File: config.mk
export PLATFORM = sky130hd
export DESIGN_NAME = lbsc_cell
export DESIGN_NICKNAME = d
export VERILOG_FILES = /design/src/hdl/lru_block_slot_cache_defines.svh /design/src/hdl/lbsc_pkg.sv /design/src/hdl/lbsc_cell.sv
export SDC_FILE = /design/constraint.sdc
export NUM_CORES = 1
export LEC_CHECK = 0
export CORE_ASPECT_RATIO = 1.25
export CORE_MARGIN = 1.5
export CORE_UTILIZATION = 55
export DETAILED_ROUTE_END_ITERATION = 8
export DONT_BUFFER_PORTS = 1
export HOLD_SLACK_MARGIN = 0.15
export PLACE_DENSITY = 0.7
export SLEW_MARGIN = 15
export SYNTH_ARGS = -nofsm -noshare
export SYNTH_HDL_FRONTEND = slang
export SYNTH_SLANG_ARGS = --single-unit
File: constraint.sdc
create_clock -name clk_i -period 2.86 [get_ports clk_i]
set_input_delay 0 -clock clk_i [delete_from_list [all_inputs] [get_ports clk_i]]
set_output_delay 0 -clock clk_i [all_outputs]
set_load 0.01 [all_outputs]
File: src/hdl/lru_block_slot_cache_defines.svh
// assertion macros for the lru slot cache, clocked on clk_i, held off in reset
`ifndef LRU_BLOCK_SLOT_CACHE_DEFINES_SVH
`define LRU_BLOCK_SLOT_CACHE_DEFINES_SVH

`ifndef SYNTHESIS
`define LBSC_ASSERT_IMPL(name, ante, cons) \
  name: assert property (@(posedge clk_i) disable iff (!rst_ni) (ante) |-> (cons)) \
    else $error("lbsc assertion failed");
`define LBSC_ASSERT_NEXT(name, ante, cons) \
  name: assert property (@(posedge clk_i) disable iff (!rst_ni) (ante) |=> (cons)) \
    else $error("lbsc assertion failed");
`else
`define LBSC_ASSERT_IMPL(name, ante, cons)
`define LBSC_ASSERT_NEXT(name, ante, cons)
`endif

`endif

File: src/hdl/lbsc_pkg.sv
`default_nettype none

package lbsc_pkg;

  localparam int NUM_SLOTS = 64;
  localparam int KEY_WIDTH = 32;

  localparam int IDX_W = $clog2(NUM_SLOTS);
  localparam int CNT_W = $clog2(NUM_SLOTS + 1);
  localparam int USE_W = (CNT_W > 7) ? CNT_W : 7;

  localparam int IN_KEY_W   = 32;
  localparam int OUT_SLOT_W = 6;
  localparam int OUT_OFFS_W = 22;
  localparam int SLOT_CNT_W = 7;
  localparam int BLK_SIZE_W = 16;
  localparam int CFG_IDX_W  = 2;
  localparam int CFG_DATA_W = 16;

  localparam logic [CFG_IDX_W-1:0] REG_SLOT_COUNT = 2'd0;
  localparam logic [CFG_IDX_W-1:0] REG_BLOCK_SIZE = 2'd1;

  localparam logic OP_LOOKUP = 1'b0;
  localparam logic OP_INSERT = 1'b1;

  typedef enum logic [1:0] {
    S_IDLE,
    S_CMP,
    S_SEL,
    S_UPD
  } lbsc_state_e;

  // broadcast from the controller to every cell
  typedef struct packed {
    logic                 cmp;
    logic                 sel;
    logic                 upd;
    logic                 op;
    logic                 fill_mode;
    logic [KEY_WIDTH-1:0] key;
    logic [CNT_W-1:0]     fill;
    logic [CNT_W-1:0]     thr;
  } lbsc_ctrl_t;

  // passed from cell to cell along the row
  typedef struct packed {
    logic                 hit;
    logic [IDX_W-1:0]     idx;
    logic [KEY_WIDTH-1:0] key;
    logic [IDX_W-1:0]     rank;
  } lbsc_chain_t;

endpackage

`default_nettype wire

File: src/hdl/lbsc_cell.sv
`default_nettype none

module lbsc_cell (
  input  logic                 clk_i,
  input  logic [lbsc_pkg::IDX_W-1:0] idx_i,
  input  lbsc_pkg::lbsc_ctrl_t ctrl_i,
  input  lbsc_pkg::lbsc_chain_t chain_i,
  output lbsc_pkg::lbsc_chain_t chain_o
);
  import lbsc_pkg::*;

  logic [KEY_WIDTH-1:0] key_q;
  logic [IDX_W-1:0]     rank_q;
  logic                 match_q;
  logic                 lru_q;
  logic                 sel_q;
  logic                 filled;
  logic                 sel;
  logic [CNT_W-1:0]     rank_ext;

  assign rank_ext = CNT_W'(rank_q);
  assign filled   = CNT_W'(idx_i) < ctrl_i.fill;

  always_comb begin
    if (ctrl_i.op == OP_INSERT) begin
      sel = ctrl_i.fill_mode ? (CNT_W'(idx_i) == ctrl_i.fill) : lru_q;
    end else begin
      // lowest matching slot wins
      sel = match_q & ~chain_i.hit;
    end
  end

  assign chain_o.hit  = chain_i.hit | match_q;
  assign chain_o.idx  = chain_i.idx | (sel ? idx_i : '0);
  assign chain_o.key  = chain_i.key | (sel ? key_q : '0);
  assign chain_o.rank = chain_i.rank | (sel ? rank_q : '0);

  always_ff @(posedge clk_i) begin
    if (ctrl_i.cmp) begin
      match_q <= filled && (key_q == ctrl_i.key);
      lru_q   <= filled && (rank_ext == ctrl_i.fill - CNT_W'(1));
    end
    if (ctrl_i.sel) begin
      sel_q <= sel;
    end
  end

  always_ff @(posedge clk_i) begin
    if (ctrl_i.upd) begin
      if (sel_q) begin
        rank_q <= '0;
        if (ctrl_i.op == OP_INSERT) begin
          key_q <= ctrl_i.key;
        end
      end else if (filled && (rank_ext < ctrl_i.thr)) begin
        rank_q <= rank_q + IDX_W'(1);
      end
    end
  end

endmodule

`default_nettype wire

# Word-level counts from Yosys, hierarchy flattened
# Index checks and enable logic that the tools add are counted.
word_totals:
  register_bits: 41
  inputBits: 103
  elab_cells: 30
op_classes:
  muxes: 6
  n_eq_ne: 3
  magnitude_cmp: 2
  reduce_logical: 6
  bitwise: 6
  addsub: 2
ops:
  columns: ["cell", "n"]
  rows:
  - ["$eq A32 B32 Y1", 1]
  - ["$mux W32", 1]
  - ["$or A32 B32 Y32", 1]
  - ["$mux W6", 3]
  - ["$eq A6 B7 Y1", 2]
  - ["$lt A6 B7 Y1", 2]
  - ["$or A6 B6 Y6", 2]
  - ["$sub A7 B1 Y7 const B", 1]
  - ["$add A6 B1 Y6 const B", 1]
  - ["$logic_and A1 B1 Y1", 3]
  - ["$reduce_and A3 Y1", 1]
  - ["$mux W1", 2]
  - ["$reduce_and A2 Y1", 1]
  - ["$reduce_bool A2 Y1", 1]
  - ["$and A1 B1 Y1", 1]
  - ["$not A1 Y1", 1]
  - ["$or A1 B1 Y1", 1]

# Logic depth before layout (Yosys ltp)
depth:
  ltp_word: 5
  depth_mapped: 8

# Worst setup path after synthesis
# Ideal clock, no wire load.
synth_timing:
  path_kind: "reg-to-reg"
  startpoint: "reg rank_q[4]"
  endpoint: "reg rank_q[0], enable pin"
  path_buffers: 0
  t_arrival_ns: 1.609
  setup_slack_ns: 0.874
  path_stages_with_launch: 6
  synth_period_minus_slack_ns: 1.986
  setup_ns: 0.377
  cell_sequence: "edfxtp_1 ha_1 a21o_1 a21oi_1 o22ai_1 o21ai_0"
synth_via:
  elab_chain_cells: 4
synth_lines:
  columns: ["element", "line", "source"]
  rows:
  - ["start: declaration", "lbsc_cell.sv:13", "logic [IDX_W-1:0] rank_q;"]
  - ["start signal: assignment", "lbsc_cell.sv:56", "rank_q <= rank_q + IDX_W'(1);"]
  - ["$lt A6 B7 Y1", "lbsc_cell.sv:55", "end else if (filled && (rank_ext < ctrl_i.thr)) begin"]
  - ["$logic_and A1 B1 Y1", "lbsc_cell.sv:55", null]
  - ["$reduce_bool A2 Y1 (no source line)", null, null]
  - ["$reduce_and A2 Y1 (no source line)", null, null]
# No other way between the ends.
# A chain may end at the register's enable or synchronous reset.

# Worst setup path after layout
layout_timing:
  startpoint: "reg rank_q[4]"
  endpoint: "reg lru_q (data pin)"
layout_via:
  elab_chain_cells: 2
layout_lines:
  columns: ["element", "line", "source"]
  rows:
  - ["$eq A6 B7 Y1", "lbsc_cell.sv:41", "lru_q <= filled && (rank_ext == ctrl_i.fill - CNT_W'(1));"]
  - ["$logic_and A1 B1 Y1", "lbsc_cell.sv:41", null]
  - ["end signal: assignment", "lbsc_cell.sv:41", null]
  - ["end: declaration", "lbsc_cell.sv:15", "logic lru_q;"]
# No other way between the ends.

==> metrics.txt <==
DRC viols 0; growth of design area from synthesis to finish 41.6%; Unique masters post-synth 37; CP Max Fanout 5; Worst Path Required 3020 ps; Initial Util 58.0%; share of cells above drive strength 1 5.02%; Sum Neg Setup Slack 0 ps; HP Class in2reg; Post-Place Cells 279; Root Driver clkbuf_8; clk_lat worst skew 300 ps; initial antenna violation count 0; Die Ht 79.7 µm; Post-Synthesis Net Count 340; Antenna Violating Nets Remaining 0; mapped cell area 2580 µm²; critical-path cell list xnor2_1 -> xnor2_1 -> a2111o_1 -> dlygate4sd3_1 -> nor4_2 -> dlygate4sd3_1; Max IR drop VDD 0.395 mV; Vias/cell 6.02; crit path buf inv count 2; Seq. cell area 1230 µm²; Max Cap Viol 0; Worst path slowest cell dlygate4sd3_1; HPWL Detailed 4.57 mm; Filler Cell Count 280; worst r2r path cells 6; Critical Path End Type register; n_diodes 0; Die X 64.3 µm; fin crit share 96.1%; RSZ-0062 raised after global routing no; Post-CTS Resized 0; Yosys reg bits 41; Fin. Hold Viols 0; GRT overflow 0; port buffer count 0; CP startpoint kind register; GP Congestion 0.779; Setup Viol. Count Final 0; R2R Path End lru_q; hold depth 3; outcome complete, no violations; CTS tree yes; WS Path Type reg2reg; Worst R2R Setup Slack 110 ps; vias after detailed routing 2269; fin crit period 2750 ps; WL final 7.63 mm; first-pass GRT wire length 11.4 mm; main area contributors after synthesis edfxtp_1, a21o_1, xor2_1; drt wl/cell 20.2 µm; Worst Tran Pin Value 471 ps; LEAKAGE 1.59 nW; top_reg_cell synth edfxtp_1; Ys Warns 0; I/O Pins 148; reg2reg start rank_q[4]; vias in the first global route 2438; H-tree depth 2; worst-case clock buffer depth 2; Post-Syn Area per Cell 11.5 µm²; first-pass iteration count of the detailed router 4; CTS clk-pin slew, worst paths 80 ps; Core Region 4460 µm²; Final Max Slew Viols 0; Synth area leader edfxtp_1; initial DRC count 147; nets 435; most frequent cells in the layout dlygate4sd3_1, a21o_1, edfxtp_1; Final Skew 7.20 ps; Rel. slew slack 68.6%; area of the multi-input gates 1280 µm²; FMAX 0.364 GHz; count of flip-flops with a built-in enable after synthesis 41; Max stage delay on crit path 580 ps; largest delay contributor family on the critical path buffers and inverters; worst hold endpoint rank_q[5]; Die ar. 5120 µm²; Design Power 1.53 mW; number of buffers created by CTS 5; cells after synthesis 224; commonest non-fill, non-tap cell in the layout dlygate4sd3_1; total global-route track usage 29.9%; sequential area share after synthesis 47.6%; min-delay src ctrl_i[48]; post-synth top area share 47.6%; Synth async-reset ratio 0%; largest net degree at the start of global routing 46; clock tree sinks 41; site row count 27; non-filler cells, final 377; CP arrival 2910 ps; pwr dens 419 nW/µm²
==> synthesized netlist by cell type (all sizes together) (4+ instances only) <==
cell type  instances
a21o              48
a21oi              4
buf                5
edfxtp            41
ha                13
inv               13
nand2              4
nand3              5
nor2               7
nor4               9
xnor2              7
xor2              36
==> per-stage QoR <==
step	hold slack, ps	util [%]	setup slack [ps]	instance area (µm²)
6_report	159	82.1	113	3660
5_1_grt	174	82.1	10.5	3660
4_1_cts	167	81.8	107	3650
3_5_place_dp	99.0	59.5	1020	2650
3_3_place_gp	99.0	59.5	1070	2650
2_1_floorplan	98.9	-	874	2580
==> cells by family (layout without fill, tap and decap cells) <==
group / Yosys count / in the layout / synth area share [%]
flip-flops: 41 / 41 / 47.6
XOR/XNOR: 43 / 43 / 14.6
AND/OR/NAND/NOR: 42 / 42 / 9.68
adder cells (fa/ha/maj): 13 / 13 / 6.29
buffers and inverters: 19 / 114 / 3.00
AO/OA/AOI/OAI: 66 / 66 / 18.8
==> flip-flops by register name, summed over array words and instances, names as in the netlist <==
signal	cells
rank_q	6
sel_q	1
key_q	32
match_q	1
lru_q	1
==> worst max path at each step <==
stage	from	endpoint	slack, ps	cells past startpoint
final	rank_q[4]	lru_q	110	6
after global routing	rank_q[4]	lru_q	10	6
after CTS	rank_q[4]	lru_q	110	6
after detailed placement	rank_q[5]	rank_q[4]	1020	6
after global placement	rank_q[5]	rank_q[2]	1070	6
after floorplan	rank_q[4]	rank_q[0]	870	5
==> layer usage <==
metal / GRT usage (%) / up-vias / routed length (µm)
met5: 0 / - / 0
met4: 15.5 / 0 / 274
met3: 8.60 / 23 / 661
met2: 53.3 / 151 / 4070
met1: 31.7 / 1079 / 2620
li1: - / 1016 / -
==> where the power goes <==
part / leakage [nW] / switching [mW] / internal, mW
Sequential: 0.383 / 0.0340 / 0.697
Combinational: 1.15 / 0.158 / 0.194
Clock: 0.0540 / 0.196 / 0.254
Total: 1.59 / 0.388 / 1.14
==> worst register-to-register path: cells and delay by family, from the launching register on <==
family	cells	cell delay, ps
AO/OA/AOI/OAI	1	340
XOR/XNOR	2	390
buffers and inverters	2	1150
flip-flops	1	470
AND/OR/NAND/NOR	1	250
==> cell type report <==
class	instances	area share (%)
Clock buffer	5	1.88
Clock inverter	2	0.957
Sequential cell	41	33.6
Multi-Input combinational cell	164	34.9
Inverter	13	1.33
Tap cell	58	1.98
Timing Repair Buffer	94	25.4
==> timing repair <==
| item | in CTS | in global routing |
|---|---|---|
| hold endpoints to repair | 87 | 0 |
| setup endpoints to repair | 0 | 1 |
| setup buffers | 0 | 2 |
| hold buffers | 89 | 0 |
(Power assumes the default switching activity.)
